[src/crm_pkg.sv]
// ----------------------------------------------------------------------------
// crm_pkg - crank tooth rpm meter shared definitions
// Widths, register indexes, reset values, event codes and sequencer states.
// ----------------------------------------------------------------------------
`default_nettype none

package crm_pkg;

	localparam int TIME_W  = 32;
	localparam int TEETH_W = 6;
	localparam int DEB_W   = 16;
	localparam int RPM_W   = 26;
	localparam int EV_W    = 3;
	localparam int IDX_W   = 3;

	// 60,000,000 fits in RPM_W bits; the divider shifts out one bit per step
	localparam logic [RPM_W-1:0] RPM_NUMERATOR = RPM_W'(60000000);
	localparam int DIV_STEPS = RPM_W;
	localparam int DCNT_W    = $clog2(DIV_STEPS);

	localparam logic [TEETH_W-1:0] TEETH_RST   = TEETH_W'(11);
	localparam logic [DEB_W-1:0]   DEB_RST     = DEB_W'(200);
	localparam logic [TIME_W-1:0]  TIMEOUT_RST = TIME_W'(1000000);
	localparam logic [TIME_W-1:0]  MIN_PER_RST = TIME_W'(6000);
	localparam logic [TIME_W-1:0]  MAX_PER_RST = TIME_W'(200000);

	typedef enum logic [IDX_W-1:0] {
		REG_TEETH   = 3'd0,
		REG_DEB     = 3'd1,
		REG_TIMEOUT = 3'd2,
		REG_MIN_PER = 3'd3,
		REG_MAX_PER = 3'd4
	} reg_idx_t;

	typedef enum logic [EV_W-1:0] {
		EV_STALL    = 3'd0,
		EV_BOUNCE   = 3'd1,
		EV_TOOTH    = 3'd2,
		EV_UPDATED  = 3'd3,
		EV_REJECTED = 3'd4
	} event_t;

	typedef enum logic [3:0] {
		ST_IDLE,
		ST_GAP,
		ST_STALL,
		ST_BOUNCE,
		ST_PERIOD,
		ST_MIN,
		ST_MAX,
		ST_DIV,
		ST_FIN
	} state_t;

endpackage

`default_nettype wire

[src/crank_tooth_rpm_meter_core.sv]
// ----------------------------------------------------------------------------
// crank_tooth_rpm_meter_core - engine speed from crank tooth edge timestamps
// One shared 33-bit subtractor under a small sequencer does the gap, window
// and period math and a restoring divide of 60,000,000 by the period.
// ----------------------------------------------------------------------------
// Usage:
//   in channel   : in_valid/in_ready, edge_time_us = microsecond stamp of one
//                  falling crank edge. in_ready is high only while idle.
//   out channel  : out_valid/out_ready, one word per edge: rpm and event_res
//                  (stall, bounce, tooth, rpm updated, period rejected).
//   cfg channel  : cfg_valid/cfg_ready, cfg_index selects the register,
//                  cfg_data holds the value; always ready, write when idle.
// Path from accept to out_valid: a stall runs GAP, STALL and FIN; a bounce
//   or plain tooth adds BOUNCE; a rejected period adds PERIOD, MIN and maybe
//   MAX; an rpm update adds MAX and DIV. in_ready is back in the cycle after
//   FIN loads the word. The 26 divide steps on the shared subtractor set the
//   worst case; one edge is in work at a time.
// The result sits in an output register, so the next edge is taken while a
//   word waits; if the receiver still stalls when the next edge finishes,
//   the sequencer holds in its last state until the register frees.
// Reset: registers return to their defaults, tooth count, edge and
//   revolution times and rpm are zero, out_valid drops.
// ----------------------------------------------------------------------------
`default_nettype none

module crank_tooth_rpm_meter_core (
	input  wire logic                         clk,
	input  wire logic                         arst_n,
	input  wire logic                         in_valid,
	output logic                              in_ready,
	input  wire logic [crm_pkg::TIME_W-1:0]   edge_time_us,
	output logic                              out_valid,
	input  wire logic                         out_ready,
	output logic      [crm_pkg::RPM_W-1:0]    rpm,
	output logic      [crm_pkg::EV_W-1:0]     event_res,
	input  wire logic                         cfg_valid,
	output logic                              cfg_ready,
	input  wire logic [crm_pkg::IDX_W-1:0]    cfg_index,
	input  wire logic [crm_pkg::TIME_W-1:0]   cfg_data
);
	import crm_pkg::*;

	// config registers
	logic [TEETH_W-1:0] teeth_q;
	logic [DEB_W-1:0]   deb_q;
	logic [TIME_W-1:0]  timeout_q, min_per_q, max_per_q;

	// block state
	state_t             state_q, state_d;
	logic [TIME_W-1:0]  last_edge_q, last_edge_d;
	logic [TIME_W-1:0]  last_rev_q, last_rev_d;
	logic [TEETH_W-1:0] tooth_q, tooth_d;
	logic [RPM_W-1:0]   rpm_val_q, rpm_val_d;

	// work registers
	logic [TIME_W-1:0]  now_q, now_d;
	logic [TIME_W-1:0]  gap_q, gap_d;
	logic [TIME_W-1:0]  per_q, per_d;
	logic [TIME_W-1:0]  rem_q, rem_d;
	logic [RPM_W-1:0]   nq_q, nq_d;
	logic [DCNT_W-1:0]  dcnt_q, dcnt_d;
	event_t             ev_q, ev_d;

	// output register
	logic               out_valid_q, out_valid_d;
	logic [RPM_W-1:0]   out_rpm_q, out_rpm_d;
	event_t             out_ev_q, out_ev_d;

	// shared subtractor
	logic [TIME_W:0]    sub_a, sub_b;
	logic [TIME_W+1:0]  sub_r;
	logic               borrow;
	logic [TEETH_W-1:0] tooth_inc;
	logic               in_acc;

	assign sub_r     = {1'b0, sub_a} - {1'b0, sub_b};
	assign borrow    = sub_r[TIME_W+1];
	assign tooth_inc = tooth_q + TEETH_W'(1);

	assign in_ready  = (state_q == ST_IDLE);
	assign in_acc    = in_valid && in_ready;
	assign cfg_ready = 1'b1;
	assign out_valid = out_valid_q;
	assign rpm       = out_rpm_q;
	assign event_res = out_ev_q;

	always_comb begin
		sub_a = '0;
		sub_b = '0;
		case (state_q)
			ST_GAP: begin
				sub_a = {1'b0, now_q};
				sub_b = {1'b0, last_edge_q};
			end
			ST_STALL: begin  // borrow: gap above timeout
				sub_a = {1'b0, timeout_q};
				sub_b = {1'b0, gap_q};
			end
			ST_BOUNCE: begin // borrow: gap below debounce
				sub_a = {1'b0, gap_q};
				sub_b = {{(TIME_W+1-DEB_W){1'b0}}, deb_q};
			end
			ST_PERIOD: begin
				sub_a = {1'b0, now_q};
				sub_b = {1'b0, last_rev_q};
			end
			ST_MIN: begin    // borrow: period above min
				sub_a = {1'b0, min_per_q};
				sub_b = {1'b0, per_q};
			end
			ST_MAX: begin    // borrow: period below max
				sub_a = {1'b0, per_q};
				sub_b = {1'b0, max_per_q};
			end
			ST_DIV: begin    // trial subtract of shifted remainder
				sub_a = {rem_q, nq_q[RPM_W-1]};
				sub_b = {1'b0, per_q};
			end
			default: begin
				sub_a = '0;
				sub_b = '0;
			end
		endcase
	end

	always_comb begin
		state_d     = state_q;
		last_edge_d = last_edge_q;
		last_rev_d  = last_rev_q;
		tooth_d     = tooth_q;
		rpm_val_d   = rpm_val_q;
		now_d       = now_q;
		gap_d       = gap_q;
		per_d       = per_q;
		rem_d       = rem_q;
		nq_d        = nq_q;
		dcnt_d      = dcnt_q;
		ev_d        = ev_q;
		out_valid_d = out_valid_q;
		out_rpm_d   = out_rpm_q;
		out_ev_d    = out_ev_q;

		if (out_valid_q && out_ready)
			out_valid_d = 1'b0;

		case (state_q)
			ST_IDLE: begin
				if (in_acc) begin
					now_d   = edge_time_us;
					state_d = ST_GAP;
				end
			end
			ST_GAP: begin
				gap_d   = sub_r[TIME_W-1:0];
				state_d = ST_STALL;
			end
			ST_STALL: begin
				if (borrow) begin
					rpm_val_d   = '0;
					tooth_d     = '0;
					last_edge_d = now_q;
					last_rev_d  = now_q;
					ev_d        = EV_STALL;
					state_d     = ST_FIN;
				end else begin
					state_d = ST_BOUNCE;
				end
			end
			ST_BOUNCE: begin
				if (borrow) begin
					ev_d    = EV_BOUNCE;
					state_d = ST_FIN;
				end else begin
					last_edge_d = now_q;
					if (tooth_inc >= teeth_q) begin
						tooth_d = '0;
						state_d = ST_PERIOD;
					end else begin
						tooth_d = tooth_inc;
						ev_d    = EV_TOOTH;
						state_d = ST_FIN;
					end
				end
			end
			ST_PERIOD: begin
				per_d      = sub_r[TIME_W-1:0];
				last_rev_d = now_q;
				state_d    = ST_MIN;
			end
			ST_MIN: begin
				if (borrow) begin
					state_d = ST_MAX;
				end else begin
					ev_d    = EV_REJECTED;
					state_d = ST_FIN;
				end
			end
			ST_MAX: begin
				if (borrow) begin
					rem_d   = '0;
					nq_d    = RPM_NUMERATOR;
					dcnt_d  = '0;
					state_d = ST_DIV;
				end else begin
					ev_d    = EV_REJECTED;
					state_d = ST_FIN;
				end
			end
			ST_DIV: begin
				// quotient bits shift in behind the numerator bits
				if (borrow)
					rem_d = sub_a[TIME_W-1:0];
				else
					rem_d = sub_r[TIME_W-1:0];
				nq_d   = {nq_q[RPM_W-2:0], ~borrow};
				dcnt_d = dcnt_q + DCNT_W'(1);
				if (dcnt_q == DCNT_W'(DIV_STEPS - 1)) begin
					rpm_val_d = {nq_q[RPM_W-2:0], ~borrow};
					ev_d      = EV_UPDATED;
					state_d   = ST_FIN;
				end
			end
			ST_FIN: begin
				if (!out_valid_q || out_ready) begin
					out_valid_d = 1'b1;
					out_rpm_d   = rpm_val_q;
					out_ev_d    = ev_q;
					state_d     = ST_IDLE;
				end
			end
			default: begin
				state_d = ST_IDLE;
			end
		endcase
	end

	always_ff @(posedge clk or negedge arst_n) begin
		if (!arst_n) begin
			state_q     <= ST_IDLE;
			last_edge_q <= '0;
			last_rev_q  <= '0;
			tooth_q     <= '0;
			rpm_val_q   <= '0;
			out_valid_q <= 1'b0;
		end else begin
			state_q     <= state_d;
			last_edge_q <= last_edge_d;
			last_rev_q  <= last_rev_d;
			tooth_q     <= tooth_d;
			rpm_val_q   <= rpm_val_d;
			out_valid_q <= out_valid_d;
		end
	end

	always_ff @(posedge clk) begin
		now_q     <= now_d;
		gap_q     <= gap_d;
		per_q     <= per_d;
		rem_q     <= rem_d;
		nq_q      <= nq_d;
		dcnt_q    <= dcnt_d;
		ev_q      <= ev_d;
		out_rpm_q <= out_rpm_d;
		out_ev_q  <= out_ev_d;
	end

	always_ff @(posedge clk or negedge arst_n) begin
		if (!arst_n) begin
			teeth_q   <= TEETH_RST;
			deb_q     <= DEB_RST;
			timeout_q <= TIMEOUT_RST;
			min_per_q <= MIN_PER_RST;
			max_per_q <= MAX_PER_RST;
		end else if (cfg_valid && cfg_ready) begin
			case (cfg_index)
				REG_TEETH:   teeth_q   <= cfg_data[TEETH_W-1:0];
				REG_DEB:     deb_q     <= cfg_data[DEB_W-1:0];
				REG_TIMEOUT: timeout_q <= cfg_data;
				REG_MIN_PER: min_per_q <= cfg_data;
				REG_MAX_PER: max_per_q <= cfg_data;
				default: ;
			endcase
		end
	end

	// divisor is never zero and the remainder stays below it while dividing
	a_div_nonzero: assert property (@(posedge clk) disable iff (!arst_n)
		state_q == ST_DIV |-> per_q != '0)
		else $error("divide started with zero period");

	a_rem_bound: assert property (@(posedge clk) disable iff (!arst_n)
		state_q == ST_DIV |-> rem_q < per_q)
		else $error("divider remainder out of range");

	a_rpm_range: assert property (@(posedge clk) disable iff (!arst_n)
		{6'd0, rpm_val_q} <= {6'd0, RPM_NUMERATOR})
		else $error("rpm above numerator");

	a_accept_start: assert property (@(posedge clk) disable iff (!arst_n)
		in_acc |=> state_q == ST_GAP)
		else $error("accepted word did not start the sequencer");

	a_stall_zero: assert property (@(posedge clk) disable iff (!arst_n)
		out_valid_q && out_ev_q == EV_STALL |-> out_rpm_q == '0)
		else $error("stall word with nonzero rpm");

endmodule

`default_nettype wire

[config.mk]
export PLATFORM = sky130hd
export DESIGN_NAME = crank_tooth_rpm_meter_core
export DESIGN_NICKNAME = d
export VERILOG_FILES = /design/src/crm_pkg.sv /design/src/crank_tooth_rpm_meter_core.sv
export SDC_FILE = /design/constraint.sdc
export NUM_CORES = 1
export LEC_CHECK = 0
export BUFFER_PORTS_ARGS = -buffer_cell sky130_fd_sc_hd__buf_2
export CAP_MARGIN = 30
export CELL_PAD_IN_SITES_DETAIL_PLACEMENT = 0
export CELL_PAD_IN_SITES_GLOBAL_PLACEMENT = 1
export CORE_MARGIN = 2
export CORE_UTILIZATION = 40
export DETAILED_ROUTE_END_ITERATION = 8
export PLACE_DENSITY = 0.72
export SYNTH_ARGS = -nofsm -noshare
export SYNTH_HDL_FRONTEND = slang
export SYNTH_SLANG_ARGS = --single-unit
[constraint.sdc]
create_clock -name clk -period 17.35 [get_ports clk]
set_input_delay 2.6025 -clock clk [delete_from_list [all_inputs] [get_ports clk]]
set_output_delay 2.6025 -clock clk [all_outputs]
set_load 0.03 [all_outputs]
==> results.yml <==
finish:
  antennaDiodeCount: 0
  final_nets: 1682
  final_area_sq_um: 22100
  drive_gt1_frac: 0.274
  fill_cells: 4271
  stdcell_count: 2220
  final_cell_mix: "191 x edfxtp_1, 191 x dfrtp_1, 180 x mux2_2"
  finish.utilization: 0.463
  syn2layout_area_growth_pct: 14.2
run:
  max_cap_viol_count: 0
detailed_routing:
  first_iter_violations: 1097
  vias_per_cell: 5.81
  vias: 12900
  ant_nets: 0
  post_drt_wl_per_cell_um: 22.4
  postRouteWirelength_um: 49800
  dr.pass1.iters: 8
  route.detailed.drc: 0
timing:
  max_clock_freq_ghz: 0.130
  setup_ws_ps: 9660
  fin_setup_tns_ps: 0
  hold_slack_ps: 436
  period_needed_ps: 7690
  skew_ps: 17.9
  hold_viol: 0
  setup_violations: 0
  maxSlewHeadroom: 0.292
  finalMaxSlewViolations: 0
  tightest_slew_ps: 1060
  grt_setup_unrepaired: "false"
  period_share: 0.444
cts:
  path_clk_slew_ps: 70
  clock-sinks: 410
  ctsRootBufferMaster: "clkbuf_16"
  clockBufferDepth: 3
  tritoncts: "built"
  hold_buffers: 0
  cts_max_level: 2
  cts_resized: 0
  numCtsBuffers: 45
  clock_latency_ps: 580
  post_cts_buffers: 0
yosys:
  ys_warn_count: 0
  syn_area_sq_um: 19300
  synthCells: 1489
  synth_edf_count: 191
  yosys.cell_types.count: 77
  ys_ff_latch: 410
  synth_xor_area_frac: 0.0127
  synthAdderAreaFrac: 0.0276
  synth_simple_gate_area_frac: 0.0792
  synthFlopType: "dfrtp_1"
  synthArstFlopShare: 0.534
  yosysSeqAreaShare: 0.582
  synth_compound_area_frac: 0.124
  synth.area.mux_share: 0.147
  synth.avg_cell_area_sq_um: 13.0
  syn_nets: 1603
  synth_top_family_by_area: "multiplexers"
worst_setup_path:
  worstSetupStartpointType: "register"
  crit_required_ps: 17810
  end_kind: "register"
  cp_max_fo: 49
  worstPathArrival_ps: 8160
  path_class: "reg -> reg"
grt:
  antenna_found_initial: 0
  grt_pass1_vias: 13200
  grt_use_total: 0.201
  grt_pass1_wl_um: 77900
  grt_max_degree: 107
  grt.overflow.total: 0
pwr:
  internal_power_mw: 2.84
  p_total_mw: 4.77
  p_sw_frac: 0.404
  comb_power_share: 0.464
  clockPowerShare: 0.210
  cellLeakagePower_nw: 8.74
  p_per_area_nw_per_um2: 216
  power_switching_mw: 1.92
  seqPwrFrac: 0.326
  max-vdd-ir-drop_v: 0.000226
floorplanning:
  die_width_um: 224
  die_area_sq_um: 50100
  die_h_um: 224
  io_pins: 104
  rows: 80
  start_util: 0.405
  core_area_sq_um: 47700
place:
  dpl_cell_area_sq_um: 20500
  dp_cells: 2135
  place.gp.congestion: 0.836
  place_ws_ps: 9660
  dpl.hpwl_um: 30900
  portBuffers: 102
status:
  outcome: "finished, final reports clean"
hold_path:
  hold_path.class: "reg -> reg"
-- final cells by class --
cell class	instances	area (sq um)	area share
repair buffers	130	768	0.0348
well taps	615	769	0.0348
clock inverters	17	198	0.00895
inverters	24	90.1	0.00408
flip-flops and latches	410	11300	0.510
clock buffers	67	1360	0.0618
multi-input cells	957	7640	0.346
-- power by group through the flow --
stage | sequential [mW] | combinational [mW] | clock (mW)
after CTS | 1.55 | 2.19 | 1.02
after global routing | 1.58 | 2.41 | 1.06
final | 1.55 | 2.21 | 1.00
after floorplan | 1.52 | 1.63 | 0
after global placement | 1.56 | 2.15 | 0
after detailed placement | 1.57 | 2.17 | 0
-- kinds of logic after synthesis --
logic type | Yosys count
compound gates | 311
simple gates | 314
fa+ha+maj | 42
other cells | 1
mux | 261
flops | 410
xor+xnor | 28
buf+inv | 122
-- state kept, by name, indices dropped and copies added (netlist names), 5 cells and up --
name	cells
gap_q	32
last_edge_q	32
last_rev_q	32
max_per_q	32
min_per_q	32
now_q	32
per_q	32
rem_q	32
timeout_q	32
nq_q	26
rpm	26
rpm_val_q	26
deb_q	16
teeth_q	6
tooth_q	6
dcnt_q	5
-- worst paths after layout --
| path | slack, ps | to | cells after the start | from |
|---|---|---|---|---|
| setup / recovery | 9660 | last_rev_q[12] | 16 | state_q[0] |
| hold / removal | 440 | event_res[2] | 0 | ev_q[2] |
| setup reg to reg | 9660 | last_rev_q[12] | 16 | state_q[0] |
| hold reg to reg | 440 | event_res[2] | 0 | ev_q[2] |
| max in group asynchronous | 13130 | state_q[0] | 3 | arst_n |
| min in group asynchronous | 2060 | max_per_q[18] | 1 | arst_n |
-- routing by layer --
layer | vias up | GRT usage | share of wire
li1 | 5860 | - | -
met1 | 6574 | 0.273 | 0.45
met2 | 374 | 0.333 | 0.47
met3 | 81 | 0.0269 | 0.047
met4 | 0 | 0.0647 | 0.025
met5 | - | 0 | 0
-- Yosys cell counts (all sizes together), types with 19 or more instances --
| library cell | count | area (sq um) |
|---|---|---|
| o21ai | 32 | 171 |
| buf | 31 | 191 |
| nand2 | 126 | 473 |
| clkbuf | 67 | 251 |
| mux2i | 81 | 811 |
| inv | 24 | 90.1 |
| nand3 | 19 | 95.1 |
| edfxtp | 191 | 5740 |
| a21oi | 49 | 260 |
| mux2 | 180 | 2030 |
| dfstp | 26 | 683 |
| and3 | 36 | 225 |
| dfrtp | 193 | 4830 |
| o22ai | 34 | 213 |
| a22o | 25 | 219 |
| ha | 41 | 513 |
| nor2 | 55 | 209 |
| a221o | 47 | 470 |
-- worst max-delay path, stage by stage (launching register included) --
cell and delay [ps]:
dfrtp_4 650, buf_4 690, inv_1 590, nor3_2 810
buf_4 590, a222oi_1 200, and3_1 190, ha_1 450
nand4_2 190, nor4_2 410, o2111ai_1 230, nand4_2 230
a41oi_4 240, o21a_4 500, a21oi_4 660, buf_4 430
mux2_2 380
No activity file was read; power rests on OpenSTA's default activity.
